File: src/sv/dtt_pkg.sv
// Shared types, widths and constants for the daily temperature-range transmissivity block.
package dtt_pkg;

    localparam int TEMP_W   = 12;            // temperature, 1/16 degC, signed
    localparam int COEFF_W  = 16;            // coefficient, unsigned Q0.16
    localparam int HFRAC_W  = 6;             // samples per hour
    localparam int COUNT_W  = 11;            // valid-sample counter
    localparam int OUT_W    = 20;            // transmissivity, unsigned Q4.16
    localparam int MUL_A_W  = 32;            // shared multiplier, wide operand
    localparam int MUL_B_W  = 16;            // shared multiplier, narrow operand
    localparam int MUL_P_W  = MUL_A_W + MUL_B_W;
    localparam int RAD_W    = 44;            // coeff^2 * range
    localparam int ROOT_W   = RAD_W / 2;
    localparam int REM_W    = ROOT_W + 3;
    localparam int STEP_W   = $clog2(ROOT_W);

    localparam int S_TDATA_W = 40;           // three temperatures, padded to bytes
    localparam int S_TUSER_W = 5;
    localparam int M_TDATA_W = 24;           // transmissivity, padded to bytes
    localparam int M_TUSER_W = 1;
    localparam int CFG_IDX_W = 1;
    localparam int CFG_DAT_W = 16;

    localparam logic [COEFF_W-1:0] COEFF_RESET = 16'd11141;
    localparam logic [HFRAC_W-1:0] HFRAC_RESET = 6'd1;
    localparam logic [COUNT_W-1:0] COUNT_MAX   = '1;

    // Configuration register indexes
    localparam logic [CFG_IDX_W-1:0] REG_SAMANI_COEFF    = 1'd0;
    localparam logic [CFG_IDX_W-1:0] REG_HOURLY_FRACTION = 1'd1;

    typedef enum logic [2:0] {
        S_IDLE,
        S_MUL_CC,
        S_MUL_CD,
        S_START,
        S_ROOT,
        S_DONE
    } t_state;

    typedef struct packed {
        logic start;
    } t_sqrt_ctl;

    typedef struct packed {
        logic busy;
        logic done;
    } t_sqrt_stat;

endpackage

File: src/sv/daily_trange_transmissivity_top.sv
// Daily temperature-range transmissivity: day tracking, shared multiplier and root sequencer.
// An item without tlast is absorbed in its accept cycle, one per clock while idle.
// An item with tlast starts a result run: two passes through the shared 32x16 multiplier,
// a start step, the bit-serial square root, and S_DONE, which waits for a free output.
// s_tready stays low for that run, so no new item is taken until the sequencer is idle.
// Reset (synchronous, active low) clears day state, sequencer and output valid and
// restores both configuration registers to their default values.
module daily_trange_transmissivity_top (
    input  logic                           i_clk,
    input  logic                           i_rst_n,
    // Sample stream
    input  logic                           i_s_tvalid,
    output logic                           o_s_tready,
    // [11:0] temp_sample, [23:12] day_min, [35:24] day_max, [39:36] zero
    input  logic [dtt_pkg::S_TDATA_W-1:0]  i_s_tdata,
    // [0] sample_valid, [1] day_min_valid, [2] day_max_valid, [3] now_valid,
    // [4] first_of_day
    input  logic [dtt_pkg::S_TUSER_W-1:0]  i_s_tuser,
    input  logic                           i_s_tlast,    // last_of_day
    // Result stream
    output logic                           o_m_tvalid,
    input  logic                           i_m_tready,
    // [19:0] transmissivity, [23:20] zero
    output logic [dtt_pkg::M_TDATA_W-1:0]  o_m_tdata,
    // [0] has_value
    output logic [dtt_pkg::M_TUSER_W-1:0]  o_m_tuser,
    // Configuration writes
    input  logic                           i_cfg_valid,
    output logic                           o_cfg_ready,
    input  logic [dtt_pkg::CFG_IDX_W-1:0]  i_cfg_index,
    input  logic [dtt_pkg::CFG_DAT_W-1:0]  i_cfg_data
);
    import dtt_pkg::*;

    // ---------------------------------------------------------------
    // Configuration: coefficient and the sample-count threshold, which
    // is kept premultiplied (20 * samples per hour) for the day logic.
    // ---------------------------------------------------------------
    logic [COEFF_W-1:0] r_coeff;
    logic [COUNT_W-1:0] r_thresh;
    logic [COUNT_W-1:0] thresh_wr;

    assign o_cfg_ready = 1'b1;
    assign thresh_wr = ({{(COUNT_W-HFRAC_W){1'b0}}, i_cfg_data[HFRAC_W-1:0]} << 4)
                     + ({{(COUNT_W-HFRAC_W){1'b0}}, i_cfg_data[HFRAC_W-1:0]} << 2);

    always_ff @(posedge i_clk) begin
        if (!i_rst_n) begin
            r_coeff  <= COEFF_RESET;
            r_thresh <= COUNT_W'(20 * HFRAC_RESET);
        end else if (i_cfg_valid && o_cfg_ready) begin
            unique case (i_cfg_index)
                REG_SAMANI_COEFF:    r_coeff  <= i_cfg_data[COEFF_W-1:0];
                REG_HOURLY_FRACTION: r_thresh <= thresh_wr;
                default: ;
            endcase
        end
    end

    // ---------------------------------------------------------------
    // Request fields
    // ---------------------------------------------------------------
    logic signed [TEMP_W-1:0] in_sample, in_dmin, in_dmax;
    logic in_svalid, in_dmin_v, in_dmax_v, in_now_v, in_first;
    logic s_acc;

    assign in_sample = i_s_tdata[TEMP_W-1:0];
    assign in_dmin   = i_s_tdata[2*TEMP_W-1:TEMP_W];
    assign in_dmax   = i_s_tdata[3*TEMP_W-1:2*TEMP_W];
    assign in_svalid = i_s_tuser[0];
    assign in_dmin_v = i_s_tuser[1];
    assign in_dmax_v = i_s_tuser[2];
    assign in_now_v  = i_s_tuser[3];
    assign in_first  = i_s_tuser[4];

    // ---------------------------------------------------------------
    // Day tracking state
    // ---------------------------------------------------------------
    logic signed [TEMP_W-1:0] r_run_min, r_run_max;
    logic                     r_min_present, r_max_present;
    logic [COUNT_W-1:0]       r_valid_count;
    logic                     r_daily_mode, r_fallback_on;

    logic signed [TEMP_W-1:0] n_run_min, n_run_max;
    logic                     n_min_present, n_max_present;
    logic [COUNT_W-1:0]       n_valid_count;
    logic                     n_daily_mode, n_fallback_on;
    logic                     day_ok, day_inv;
    logic [TEMP_W-1:0]        day_diff;

    always_comb begin
        n_run_min     = r_run_min;
        n_run_max     = r_run_max;
        n_min_present = r_min_present;
        n_max_present = r_max_present;
        n_valid_count = r_valid_count;
        n_daily_mode  = r_daily_mode;
        n_fallback_on = r_fallback_on;

        // Restart tracking on the first request of a day.
        if (in_first) begin
            n_valid_count = '0;
            n_daily_mode  = in_dmin_v && in_dmax_v;
            n_fallback_on = !(in_dmin_v && in_dmax_v) && in_now_v;
            n_min_present = in_dmin_v;
            n_max_present = in_dmax_v;
            n_run_min     = in_dmin_v ? in_dmin : '0;
            n_run_max     = in_dmax_v ? in_dmax : '0;
        end

        // In fallback mode, fold a valid sample into the running range and count it.
        if (n_fallback_on && in_svalid) begin
            if (!n_min_present || in_sample < n_run_min) n_run_min = in_sample;
            if (!n_max_present || in_sample > n_run_max) n_run_max = in_sample;
            n_min_present = 1'b1;
            n_max_present = 1'b1;
            if (n_valid_count != COUNT_MAX) n_valid_count = n_valid_count + 1'b1;
        end

        day_ok   = n_daily_mode ||
                   (n_fallback_on && n_min_present && n_max_present &&
                    n_valid_count > r_thresh);
        day_inv  = n_run_min > n_run_max;
        // Range fits the field width whenever it is not inverted.
        day_diff = TEMP_W'(n_run_max - n_run_min);

        // Close the day.
        if (i_s_tlast) begin
            n_daily_mode  = 1'b0;
            n_fallback_on = 1'b0;
        end
    end

    always_ff @(posedge i_clk) begin
        if (!i_rst_n) begin
            r_run_min     <= '0;
            r_run_max     <= '0;
            r_min_present <= 1'b0;
            r_max_present <= 1'b0;
            r_valid_count <= '0;
            r_daily_mode  <= 1'b0;
            r_fallback_on <= 1'b0;
        end else if (s_acc) begin
            r_run_min     <= n_run_min;
            r_run_max     <= n_run_max;
            r_min_present <= n_min_present;
            r_max_present <= n_max_present;
            r_valid_count <= n_valid_count;
            r_daily_mode  <= n_daily_mode;
            r_fallback_on <= n_fallback_on;
        end
    end

    // ---------------------------------------------------------------
    // Result sequencer: coeff*coeff, then *range, then square root.
    // ---------------------------------------------------------------
    t_state              r_state, n_state;
    logic                r_has_value;      // range found this day
    logic                r_zero;           // force transmissivity to zero
    logic [TEMP_W-1:0]   r_diff;
    logic [RAD_W-1:0]    r_prod;

    logic [MUL_A_W-1:0]  mul_a;
    logic [MUL_B_W-1:0]  mul_b;
    logic [MUL_P_W-1:0]  mul_p;
    logic                prod_ld;
    logic                out_ld;

    t_sqrt_ctl           sqrt_ctl;
    t_sqrt_stat          sqrt_stat;
    logic [ROOT_W-1:0]   sqrt_root;

    logic                r_out_valid;
    logic [OUT_W-1:0]    r_out_t;
    logic                r_out_hv;

    assign o_s_tready = (r_state == S_IDLE);
    assign s_acc      = i_s_tvalid && o_s_tready;

    // One shared multiplier; its operands follow the sequencer step.
    assign mul_p = MUL_P_W'(mul_a) * MUL_P_W'(mul_b);

    always_comb begin
        n_state      = r_state;
        mul_a        = {{(MUL_A_W-COEFF_W){1'b0}}, r_coeff};
        mul_b        = r_coeff;
        prod_ld      = 1'b0;
        out_ld       = 1'b0;
        sqrt_ctl     = '0;
        unique case (r_state)
            S_IDLE: begin
                if (s_acc && i_s_tlast) n_state = S_MUL_CC;
            end
            S_MUL_CC: begin
                prod_ld = 1'b1;
                n_state = S_MUL_CD;
            end
            S_MUL_CD: begin
                mul_a   = r_prod[MUL_A_W-1:0];
                mul_b   = {{(MUL_B_W-TEMP_W){1'b0}}, r_diff};
                prod_ld = 1'b1;
                n_state = S_START;
            end
            S_START: begin
                sqrt_ctl.start = 1'b1;
                n_state        = S_ROOT;
            end
            S_ROOT: begin
                if (sqrt_stat.done) n_state = S_DONE;
            end
            S_DONE: begin
                // Hold until the output register is free.
                if (!r_out_valid || i_m_tready) begin
                    out_ld  = 1'b1;
                    n_state = S_IDLE;
                end
            end
            default: n_state = S_IDLE;
        endcase
    end

    always_ff @(posedge i_clk) begin
        if (!i_rst_n) begin
            r_state <= S_IDLE;
        end else begin
            r_state <= n_state;
        end
    end

    // Snapshot the day's outcome on the closing request.
    always_ff @(posedge i_clk) begin
        if (s_acc && i_s_tlast) begin
            r_has_value <= day_ok;
            r_zero      <= !day_ok || day_inv;
            r_diff      <= day_diff;
        end
        if (prod_ld) begin
            r_prod <= mul_p[RAD_W-1:0];
        end
    end

    dtt_sqrt u_sqrt (
        .i_clk   (i_clk),
        .i_rst_n (i_rst_n),
        .i_ctl   (sqrt_ctl),
        .i_rad   (r_prod),
        .o_stat  (sqrt_stat),
        .o_root  (sqrt_root)
    );

    // ---------------------------------------------------------------
    // Output register; root >> 2 always fits the Q4.16 field.
    // ---------------------------------------------------------------
    always_ff @(posedge i_clk) begin
        if (!i_rst_n) begin
            r_out_valid <= 1'b0;
        end else if (out_ld) begin
            r_out_valid <= 1'b1;
        end else if (i_m_tready) begin
            r_out_valid <= 1'b0;
        end
    end

    always_ff @(posedge i_clk) begin
        if (out_ld) begin
            r_out_t  <= r_zero ? '0 : sqrt_root[ROOT_W-1:2];
            r_out_hv <= r_has_value;
        end
    end

    assign o_m_tvalid = r_out_valid;
    assign o_m_tdata  = {{(M_TDATA_W-OUT_W){1'b0}}, r_out_t};
    assign o_m_tuser  = r_out_hv;

    // ---------------------------------------------------------------
    // Assertions
    // ---------------------------------------------------------------
    a_idle_root_quiet: assert property (@(posedge i_clk) disable iff (!i_rst_n)
        o_s_tready |-> !sqrt_stat.busy)
        else $error("square root busy while taking requests");

    a_done_in_root: assert property (@(posedge i_clk) disable iff (!i_rst_n)
        sqrt_stat.done |-> (r_state == S_ROOT))
        else $error("square root finished outside its wait step");

    a_no_value_zero: assert property (@(posedge i_clk) disable iff (!i_rst_n)
        (o_m_tvalid && !o_m_tuser[0]) |-> (o_m_tdata == '0))
        else $error("result without range carries nonzero transmissivity");

    a_last_starts: assert property (@(posedge i_clk) disable iff (!i_rst_n)
        (s_acc && i_s_tlast) |=> (r_state == S_MUL_CC))
        else $error("closing request did not start the result run");

endmodule

File: src/sv/dtt_sqrt.sv
// Digit-by-digit integer square root, one result bit per cycle.
module dtt_sqrt (
    input  logic                      i_clk,
    input  logic                      i_rst_n,
    input  dtt_pkg::t_sqrt_ctl        i_ctl,
    input  logic [dtt_pkg::RAD_W-1:0] i_rad,
    output dtt_pkg::t_sqrt_stat       o_stat,
    output logic [dtt_pkg::ROOT_W-1:0] o_root
);
    import dtt_pkg::*;

    logic              r_busy;
    logic              r_done;
    logic [STEP_W-1:0] r_step;
    logic [RAD_W-1:0]  r_x;
    logic [REM_W-1:0]  r_rem;
    logic [ROOT_W-1:0] r_root;

    logic [REM_W-1:0]  rem_sh;
    logic [REM_W-1:0]  trial;
    logic              take;

    // Bring down the next two radicand bits and try root*4+1.
    assign rem_sh = {r_rem[REM_W-3:0], r_x[RAD_W-1 -: 2]};
    assign trial  = {1'b0, r_root, 2'b01};
    assign take   = (rem_sh >= trial);

    always_ff @(posedge i_clk) begin
        if (!i_rst_n) begin
            r_busy <= 1'b0;
            r_done <= 1'b0;
            r_step <= '0;
        end else begin
            r_done <= 1'b0;
            if (i_ctl.start) begin
                r_busy <= 1'b1;
                r_step <= '0;
            end else if (r_busy) begin
                r_step <= r_step + 1'b1;
                if (r_step == STEP_W'(ROOT_W - 1)) begin
                    r_busy <= 1'b0;
                    r_done <= 1'b1;
                end
            end
        end
    end

    always_ff @(posedge i_clk) begin
        if (i_ctl.start) begin
            r_x    <= i_rad;
            r_rem  <= '0;
            r_root <= '0;
        end else if (r_busy) begin
            r_x    <= {r_x[RAD_W-3:0], 2'b00};
            r_rem  <= take ? (rem_sh - trial) : rem_sh;
            r_root <= {r_root[ROOT_W-2:0], take};
        end
    end

    assign o_stat.busy = r_busy;
    assign o_stat.done = r_done;
    assign o_root      = r_root;

endmodule
File: config.mk
export PLATFORM = sky130hd
export DESIGN_NAME = daily_trange_transmissivity_top
export DESIGN_NICKNAME = d
export VERILOG_FILES = /design/src/sv/dtt_pkg.sv /design/src/sv/daily_trange_transmissivity_top.sv /design/src/sv/dtt_sqrt.sv
export SDC_FILE = /design/constraint.sdc
export NUM_CORES = 2
export LEC_CHECK = 0
export ABC_AREA = 1
export BUFFER_PORTS_ARGS = -buffer_cell sky130_fd_sc_hd__buf_2
export CAP_MARGIN = 20
export CORE_ASPECT_RATIO = 0.7
export CORE_MARGIN = 3
export CORE_UTILIZATION = 55
export CTS_BUF_LIST = sky130_fd_sc_hd__clkbuf_2 sky130_fd_sc_hd__clkbuf_4 sky130_fd_sc_hd__clkbuf_8
export DETAILED_ROUTE_END_ITERATION = 10
export GPL_TIMING_DRIVEN = 0
export PLACE_DENSITY = 0.76
export SKIP_CTS_REPAIR_TIMING = 1
export SYNTH_ARGS = -nofsm -noshare
export SYNTH_HDL_FRONTEND = slang
export SYNTH_HIERARCHICAL = 1
export SYNTH_SLANG_ARGS = --single-unit
File: constraint.sdc
create_clock -name i_clk -period 10.4 [get_ports i_clk]
set_input_delay 0.52 -clock i_clk [delete_from_list [all_inputs] [get_ports i_clk]]
set_output_delay 0.52 -clock i_clk [all_outputs]
set_load 0.1 [all_outputs]
==> results by group <==
Run status
  – Status: finished clean

Route
  – DRC viols: 0
  – Routed WL: 82770 um
  – Met2 routed WL: 30680 um
  – Drt via density: between 5 and 6
  – Vias: roughly 25000
  – DR pass1 iterations: 5
  – Post-route ant nets: 0
  – Wire length on met3: 13010 um
  – Post-detailed-route wirelength per cell: 17.91 um
  – Highest Signal Layer: met5
  – Initial drt markers: around 2500
  – Met1 WL: 37130 um

Global route
  – Vias in the first global route: 24040
  – Global-route wire length before repair: roughly 130000 um
  – Initial antenna violation count: 2
  – Pin count of the biggest net entering global routing: 45
  – Overall Global Routing Usage: 30.71%
  – Grt ovf: 0

Critical path
  – Cell mode on critical path: fa_1
  – Reg2Reg Launch Point: r_state[1]
  – Cell family with most CP delay: adder cells
  – Critical path type: register to register
  – Worst r2r path cells: 26
  – Crit path capture type: register
  – CP Launch Point: r_state[1]
  – Crit Path Max Fanout: 10
  – Critical Path AT: 8.71 ns
  – Bufs and invs on worst path: 8
  – Worst R2R Setup Slack: 2.03 ns
  – CP peak stage delay: approximately 0.86 ns
  – Startpoint types: register
  – Worst r2r dst: r_prod[43]
  – Worst EP required: 10.73 ns
  – Critical path's slowest cell: o21ai_1

Yosys
  – Mapped Cells: between 3000 and 4000
  – Synth Warn #: 6
  – Mean Syn Cell Area: 7.802 um^2
  – Post-Syn Area: between 20000 and 30000 um^2

Timing
  – Final setup TNS: 0 ns
  – Fmax: 119.4 MHz
  – Worst Tran Pin Value: between 1 and 1.5 ns
  – Clock Skew: 0.04529 ns
  – Hold Vio Cnt, Final: 0
  – RSZ-0062 raised after global routing: false
  – Hold_ws: ~0.17 ns
  – Final period util: 80.52%
  – Clock period minus worst slack: 8.374 ns
  – # setup viols final: 0
  – Slew Viols, Final: 0
  – Max-Slew Margin vs Limit: 26.88%

Placed design
  – IO buf count: 86
  – Placed insts: between 4000 and 5000
  – GP Congestion: approximately 0.99
  – Post-DP HPWL: 69480 um

Min path
  – Min-Delay Path Class: input port to register
  – Hold path depth: 3
  – Hold path start: i_cfg_data[8]
  – Hold Path End: r_coeff[8]

Floorplan
  – # IOs: 96
  – Die width: 280.7 um
  – Die Y: 198.3 um
  – Die Footprint: 55680 um^2
  – Starting Density: 56.48%
  – Core footprint: roughly 50000 um^2
  – Row cnt: 69

Finish
  – # diodes: 0
  – Layout cell share with drive strength beyond 1: 6.537%
  – Layout Nets: 4572
  – Area grow syn2layout: 8.456%
  – Finished Layout Cells: 4621
  – Layout fillers: 4653

Clock network
  – CTS clk-pin slew, worst paths: roughly 0.060 ns
  – CTS H-tree lvls: 2
  – CTS tree: yes
  – Clock Tree Root: clkbuf_8
  – Cts bufs inserted: 41
  – Clock Path Buffers: 3
  – Clock Latency Late Sink: 0.62 ns
  – CTS Sinks: 243

Flow run
  – Max-cap violations: 0
metal layers:
layer  vias up  track usage, %
li1      11560               -
met1     11720           46.12
met2      1334           39.87
met3       145           14.13
met4         4           6.843
met5         -               0
final cells by class:
class	instances	area, um^2	area share, %
Clock buffer	54	680.7	2.160
Sequential cell	243	6096	19.34
Inverter	911	3420	10.85
Timing Repair Buffer	90	498.0	1.580
Buffer	102	480.5	1.524
Clock inverter	21	217.7	0.6907
Tap cell	674	843.3	2.676
Multi-Input combinational cell	2526	19280	61.18
worst reg2reg max path, cell delays in order (launching register included):
cell and delay, ns:
dfxtp_1 0.37, inv_1 0.08, nor3_2 0.49, inv_2 0.18, buf_2 0.24, o21ai_1 0.86
inv_1 0.37, buf_2 0.29, nand2_1 0.10, fa_1 0.42, inv_1 0.08, fa_1 0.44
fa_1 0.54, fa_1 0.52, fa_1 0.54, inv_1 0.05, fa_1 0.62, inv_1 0.07
ha_1 0.36, a21oi_1 0.25, a21boi_0 0.38, o21ai_0 0.15, a21oi_1 0.14, o21ai_0 0.21
nand2_1 0.11, nand2_1 0.09, xor2_1 0.16
how the worst max path moves through the flow:
stage,to,depth (start not counted)
2_1_floorplan,r_prod[33],26
3_3_place_gp,r_prod[43],26
3_5_place_dp,r_prod[43],26
4_1_cts,r_prod[43],26
5_1_grt,r_prod[43],28
6_report,r_prod[43],26
stage by stage:
step / worst slack (ns) / util (%) / area, um^2
2_1_floorplan: 4.116 / - / 29280
3_3_place_gp: 1.954 / 59.37 / 30550
3_5_place_dp: 1.954 / 59.50 / 30620
4_1_cts: 1.984 / 61.25 / 31510
5_1_grt: 1.735 / 61.26 / 31520
6_report: 2.026 / 61.26 / 31520
state kept, by name (all words and copies together) (netlist names), 9 cells and up:
signal / cells
r_prod: 44
u_sqrt/r_x: 44
u_sqrt/r_rem: 23
u_sqrt/o_root: 22
r_out_t: 20
r_coeff: 16
r_diff: 12
r_run_max: 12
r_run_min: 12
r_valid_count: 11
r_thresh: 9
cells in the final DEF (no fill, tap or decap), types with 5 or more instances in the layout:
master,count
buf_4,9
nand3_1,133
o21bai_1,14
clkinv_1,25
xnor2_1,27
inv_2,19
nor2_2,9
inv_1,876
clkbuf_8,44
o21ai_1,26
a21oi_1,123
or2_2,7
a31oi_1,20
edfxtp_1,123
conb_1,59
a21oi_2,6
buf_1,6
o211ai_1,14
o21ai_0,85
nand2_1,876
fa_1,415
nor2_1,332
nand4_1,22
buf_2,107
o22ai_1,43
dfxtp_1,120
clkbuf_4,10
nand2_2,10
and2_1,11
buf_6,5
ha_1,174
a21o_1,12
clkbuf_1,61
xor2_1,47
nor3_1,21
Power is not shown: default switching activity piles up to over one toggle a cycle in this logic, so the estimate is an artifact.
